`src/sv/bpn_pkg.sv`:
```
// ----------------------------------------------------------------------------
// bpn_pkg
// shared types and constants of the beam pair normalizer
// ----------------------------------------------------------------------------
package bpn_pkg;

  // field widths
  localparam int unsigned BeamW  = 24;
  localparam int unsigned OutW   = 32;
  localparam int unsigned SumW   = 48;
  localparam int unsigned CfgW   = 16;
  localparam int unsigned CfgIdxW = 2;

  // opcodes of an input item
  localparam logic [1:0] OP_CLEAR = 2'd0;
  localparam logic [1:0] OP_ACCUM = 2'd1;
  localparam logic [1:0] OP_NORM  = 2'd2;

  // configuration register indexes
  localparam logic [CfgIdxW-1:0] CFG_CROSSTALK = 2'd0;
  localparam logic [CfgIdxW-1:0] CFG_MODE      = 2'd1;
  localparam logic [CfgIdxW-1:0] CFG_SKY_NSIDE = 2'd2;

  // detector modes
  localparam logic [1:0] MODE_A_ONLY = 2'd0;
  localparam logic [1:0] MODE_B_ONLY = 2'd1;
  localparam logic [1:0] MODE_BOTH   = 2'd2;

  // reset values
  localparam logic [15:0] CROSSTALK_RST = 16'd0;
  localparam logic [13:0] SKY_NSIDE_RST = 14'd64;

  // norm used by an inactive detector, as scale 10^8 over 2^38
  localparam logic [27:0] INACTIVE_SCALE = 28'd100000000;
  localparam int unsigned InactiveShift  = 38;

  // divider geometry
  localparam int unsigned DivW   = 128;
  localparam int unsigned QuoW   = 33;
  localparam logic [5:0]  DIV_TOP = 6'd32;

  typedef enum logic [3:0] {
    ST_IDLE,
    ST_EXEC,
    ST_MIX,
    ST_MAG,
    ST_MULN0,
    ST_MULN1,
    ST_MULD0,
    ST_MULD1,
    ST_PREP,
    ST_DIVINIT,
    ST_DIV,
    ST_STORE,
    ST_EMIT
  } bpn_state_e;

  typedef enum logic [3:0] {
    DP_NOP,
    DP_CAPTURE,
    DP_SIMPLE,
    DP_MIX,
    DP_MAG,
    DP_MULN0,
    DP_MULN1,
    DP_MULD0,
    DP_MULD1,
    DP_PREP,
    DP_DIVINIT,
    DP_DIVSTEP,
    DP_STORE,
    DP_LOAD
  } dp_op_e;

  typedef struct packed {
    dp_op_e op;
    logic   in_ready;
  } dp_cmd_t;

  typedef struct packed {
    logic [1:0] opcode;
    logic       skip;
    logic       active;
    logic       div_last;
    logic       last_val;
    logic       out_free;
  } dp_status_t;

endpackage

```
`src/sv/bpn_ctrl.sv`:
```
// ----------------------------------------------------------------------------
// bpn_ctrl
// sequencer that steps the datapath through clear, accumulate and the
// eight-value normalize loop
// ----------------------------------------------------------------------------
module bpn_ctrl (
  input  logic                clk_i,
  input  logic                rst_ni,
  input  logic                in_valid_i,
  input  bpn_pkg::dp_status_t status_i,
  output bpn_pkg::dp_cmd_t    cmd_o
);
  import bpn_pkg::*;

  bpn_state_e state_q, state_d;

  // state register
  always_ff @(posedge clk_i or negedge rst_ni) begin
    if (!rst_ni) begin
      state_q <= ST_IDLE;
    end else begin
      state_q <= state_d;
    end
  end

  // next state
  always_comb begin
    state_d = state_q;
    case (state_q)
      ST_IDLE:    if (in_valid_i) state_d = ST_EXEC;
      ST_EXEC:    state_d = (status_i.opcode == OP_NORM) ? ST_MIX : ST_IDLE;
      ST_MIX:     state_d = ST_MAG;
      ST_MAG:     state_d = ST_MULN0;
      ST_MULN0:   state_d = status_i.skip ? ST_STORE : ST_MULN1;
      ST_MULN1:   state_d = status_i.active ? ST_MULD0 : ST_PREP;
      ST_MULD0:   state_d = ST_MULD1;
      ST_MULD1:   state_d = ST_PREP;
      ST_PREP:    state_d = ST_DIVINIT;
      ST_DIVINIT: state_d = ST_DIV;
      ST_DIV:     if (status_i.div_last) state_d = ST_STORE;
      ST_STORE:   state_d = status_i.last_val ? ST_EMIT : ST_MIX;
      ST_EMIT:    if (status_i.out_free) state_d = ST_IDLE;
      default:    state_d = ST_IDLE;
    endcase
  end

  // datapath commands
  always_comb begin
    cmd_o.op       = DP_NOP;
    cmd_o.in_ready = 1'b0;
    case (state_q)
      ST_IDLE: begin
        cmd_o.in_ready = 1'b1;
        if (in_valid_i) cmd_o.op = DP_CAPTURE;
      end
      ST_EXEC:    cmd_o.op = DP_SIMPLE;
      ST_MIX:     cmd_o.op = DP_MIX;
      ST_MAG:     cmd_o.op = DP_MAG;
      ST_MULN0:   cmd_o.op = status_i.skip ? DP_NOP : DP_MULN0;
      ST_MULN1:   cmd_o.op = DP_MULN1;
      ST_MULD0:   cmd_o.op = DP_MULD0;
      ST_MULD1:   cmd_o.op = DP_MULD1;
      ST_PREP:    cmd_o.op = DP_PREP;
      ST_DIVINIT: cmd_o.op = DP_DIVINIT;
      ST_DIV:     cmd_o.op = DP_DIVSTEP;
      ST_STORE:   cmd_o.op = DP_STORE;
      ST_EMIT:    if (status_i.out_free) cmd_o.op = DP_LOAD;
      default:    cmd_o.op = DP_NOP;
    endcase
  end

  // the divider runs exactly until its last step
  assert property (@(posedge clk_i) disable iff (!rst_ni)
    (state_q == ST_DIV && status_i.div_last) |=> (state_q == ST_STORE))
    else $error("divider did not hand over to store");

  // a new item is taken only from idle
  assert property (@(posedge clk_i) disable iff (!rst_ni)
    (cmd_o.op == DP_CAPTURE) |=> (state_q == ST_EXEC))
    else $error("capture without execute");

  // the result is loaded only when the output side is free
  assert property (@(posedge clk_i) disable iff (!rst_ni)
    (cmd_o.op == DP_LOAD) |-> (state_q == ST_EMIT && status_i.out_free))
    else $error("result load while output busy");

endmodule

```
`config.mk`:
```
export PLATFORM = sky130hd
export DESIGN_NAME = bpn_ctrl
export DESIGN_NICKNAME = d
export VERILOG_FILES = /design/src/sv/bpn_pkg.sv /design/src/sv/bpn_ctrl.sv
export SDC_FILE = /design/constraint.sdc
export NUM_CORES = 1
export LEC_CHECK = 0
export ABC_AREA = 1
export BUFFER_PORTS_ARGS = -buffer_cell sky130_fd_sc_hd__buf_2
export CORE_AREA = 4 4 41 43
export DETAILED_ROUTE_END_ITERATION = 7
export DIE_AREA = 0 0 45 47
export GPL_ROUTABILITY_DRIVEN = 0
export GPL_TIMING_DRIVEN = 0
export HOLD_SLACK_MARGIN = 0.03
export PLACE_DENSITY = 0.5
export SLEW_MARGIN = 20
export SYNTH_ARGS = -nofsm -noshare
export SYNTH_HDL_FRONTEND = slang
export SYNTH_SLANG_ARGS = --single-unit
```
`constraint.sdc`:
```
create_clock -name clk_i -period 3.35 [get_ports clk_i]
set_clock_uncertainty 0.1 [all_clocks]
set_input_delay 0.67 -clock clk_i [delete_from_list [all_inputs] [get_ports clk_i]]
set_output_delay 0.67 -clock clk_i [all_outputs]
set_load 0.005 [all_outputs]
```
After elaboration in Yosys (flattened, before gate mapping)
Index checks and enable logic that the tools add are counted.
{"block": "classes", "n_eq_ne": 16, "n_mux": 13, "n_reduce_logical": 2}
{"cell": "one-hot mux 4 bit (13 select lines)", "count": 2}
{"cell": "two-way mux 4 bit", "count": 7}
{"cell": "equality test 4 bit, second input constant", "count": 5}
{"cell": "equality test 4 x 3 -> 1 bit, second input constant", "count": 4}
{"cell": "equality test 4 x 2 -> 1 bit, second input constant", "count": 2}
{"cell": "!= test 2 bit, second input constant", "count": 3}
{"cell": "equality test 4 x 1 -> 1 bit, second input constant", "count": 1}
{"cell": "logical NOT 4 bit", "count": 1}
{"cell": "two-way mux 3 bit", "count": 1}
{"cell": "AND reduction 3 bit", "count": 1}
{"cell": "equality test 2 bit, second input constant", "count": 1}
{"cell": "two-way mux 1 bit", "count": 2}
{"cell": "two-way mux 2 bit", "count": 1}
{"block": "word_totals", "register_bits": 4, "input_bits": 10, "out_inout_bits": 5, "elab_cells": 32}

Logic depth before layout (Yosys ltp)
{"block": "logic_depth", "ltp_word": 3, "ltp_mapped": 7, "depth_no_buf": 7}

Worst setup path after synthesis
OpenSTA, ideal clock, no wires.
{"block": "synth_path", "path_kind": "register to output", "from": "reg state_q[1]", "to": "out cmd_o[1] (netlist name)", "arrival_ns": 0.996, "required_ns": 2.580, "setup_slack_ns": 1.584, "stages_incl_launch_ff": 6, "n_path_buf": 0, "cell_sequence": "dfrtp_1 nor2_2 inv_1 nor2_2 nand2_1 nand4_1"}
{"item": "start: declaration", "line_no": "bpn_ctrl.sv:15", "source": "bpn_state_e state_q, state_d;"}
{"item": "start signal: assignment", "line_no": "bpn_ctrl.sv:22", "source": "state_q <= state_d;"}
{"item": "end: declaration", "line_no": "bpn_ctrl.sv:11", "source": "output bpn_pkg::dp_cmd_t cmd_o"}

==> results.toml <==
[layout]
final_nets = 103
fillers = 174
antenna_cells = 0
regArea_um2 = 100
largest_registers = "state_q: 4 flops"
multiInputGateArea_um2 = 255
regMostFlops = "state_q"
area_growth_pct = 27.1
drive_gt1_frac = 0.231
utilization = 0.402
largest_reg_flops = 4

[clocking]
clk_path_buf_depth = 2
cts-htree-levels = 1
clkLatencyLatePin_ns = 0.23
cts_tree = "yes"
cts_sinks = 4
post_cts_buffers = 0
path_clk_slew_ns = 0.04
numCtsBuffers = 3
cts_resized = 0
cts_hold_buf = 0
clock_tree.root_cell = "clkbuf_4"

[synth]
synthCells = 74
ys_seq_elements = 4
synthDistinctLibCells = 14
seq_area_frac_synth = 0.243
syn_area_um2 = 412
yosys_warnings = 0
syn-num-nets = 84
avgSynthCellArea_um2 = 5.56

[floorplan]
die_y_um = 47
start_util = 0.316
die_w_um = 45
core_area_um2 = 1300
rows = 13
io_pins = 15
fp.dieArea_um2 = 2120

[routing]
via_count = 517
drt_iter0_drc = 9
ant_nets = 0
wl_mm = 1.15
wl_per_cell_um = 10.9
route.detailed.drc = 0
viasPerCell = 4.88
dr.pass1.iters = 6

[global_routing]
grt_pass1_wl_mm = 1.82
antenna_found_initial = 0
grt_pass1_vias = 462
grt_max_degree = 8
grt-ovfl-total = 0
gr-usage-all-layers = 0.120

[worst_setup_path]
worstPathMaxFanout = 7
startpoint = "state_q[1]$_DFFE_PN0P_"
critPathCaptureType = "output port"
worst_setup_path_start_kind = "flop"
timing.rr.start = "state_q[1]$_DFFE_PN0P_"
required_ns = 2.58
cp.arrival_ns = 1.45
crit_type = "reg -> out"

[timing]
rsz0062_at_grt = "no"
slew_headroom = 0.803
worst_slew_pin_slew_ns = 0.296
period_needed_ns = 2.22
drv_slew = 0
setup_tns_ns = 0
fmax_mhz = 451
period_share = 0.661
finalSetupViolations = 0
hold_viol = 0

[placement]
hpwl_um = 975
io_buffers = 14

[power]
p_leak_nw = 0.315
p_per_area_nw_per_um2 = 755
ir_drop_v = 0.000234

[worst_hold_path]
hold_path.class = "in -> async"

[job]
cap_violations = 0

[outcome]
status = "finished, final reports clean"
worst paths after layout:
| check | endpoint | slack, ns | depth (start not counted) |
|---|---|---|---|
| worst max-delay path | cmd_o[3] | 1.13 | 6 |
| worst min-delay path | state_q[0]$_DFFE_PN0P_ | 0.13 | 1 |
| worst max register to register | state_q[3]$_DFFE_PN0P_ | 1.97 | 6 |
| worst min register to register | state_q[1]$_DFFE_PN0P_ | 0.60 | 3 |
| max in group asynchronous | state_q[1]$_DFFE_PN0P_ | 2.90 | 1 |
| min in group clk_i | state_q[1]$_DFFE_PN0P_ | 0.60 | 3 |
routing by layer:
layer	vias to the layer above	GRT usage	routed length, um
met4	0	0.0351	0
met1	232	0.148	537
li1	267	-	-
met2	18	0.203	537
met3	0	0.0345	79
met5	-	0	0
final cells by class:
type                            count  area share
Clock buffer                        3      0.0431
Inverter                           15       0.108
Multi-Input combinational cell     55       0.488
Sequential cell                     4       0.191
Tap cell                           15      0.0359
Timing Repair Buffer               14       0.134
synth_stat cells (all sizes together):
library cell	count	area, um2
o21a	1	7.51
inv	15	56.3
dfrtp	4	100
o21ai	4	23.8
nor3	2	10.0
nand3	7	40.0
nand4	3	18.8
nor2	16	65.1
nor3b	1	7.51
nand3b	1	7.51
nand2	20	75.1
kinds of logic after synthesis:
group	after synthesis	share of synthesized area
AOI/OAI and AO/OA	5	0.0760
buffers and inverters	15	0.137
DFF	4	0.243
and+or+nand+nor	50	0.544
critical path, cell delays in order (launching register included):
cell,delay (ns)
dfrtp_1,0.43
nor2_2,0.30
nand2_1,0.09
nor2_1,0.14
nor3_1,0.08
nand3_1,0.06
buf_2,0.11
where the power goes:
group	switching [mW]	internal [mW]	leakage (nW)
logic	0.142	0.0940	0.250
clock network	0.0186	0.0400	0.0138
registers	0.0310	0.0686	0.0510
total	0.192	0.203	0.315
cells in the final DEF (no fill, tap or decap):
cell / synthesis / layout
nand2_1: 20 / 20
inv_1: 15 / 15
nor2_1: 14 / 14
buf_2: 0 / 14
nand3_1: 6 / 6
dfrtp_1: 4 / 4
o21ai_0: 3 / 3
nand4_1: 3 / 3
clkbuf_4: 0 / 3
nor2_2: 2 / 2
nor3_1: 2 / 2
nand3_2: 1 / 1
nor3b_1: 1 / 1
nand3b_1: 1 / 1
o21ai_2: 1 / 1
o21a_1: 1 / 1
stage by stage:
stage                     worst slack [ns]  cells  total power [mW]  hold WS [ns]  instance area [um2]
after detailed placement              1.36    103             0.337         0.377                  500
after global routing                 0.990    106             0.441         0.126                  523
after CTS                             1.14    106             0.399         0.125                  523
after global placement                1.33    103             0.336         0.375                  500
after floorplan                       1.58     74             0.252         0.274                  412
final                                 1.13    106             0.395         0.132                  523
No activity file was read; power rests on OpenSTA's default activity.
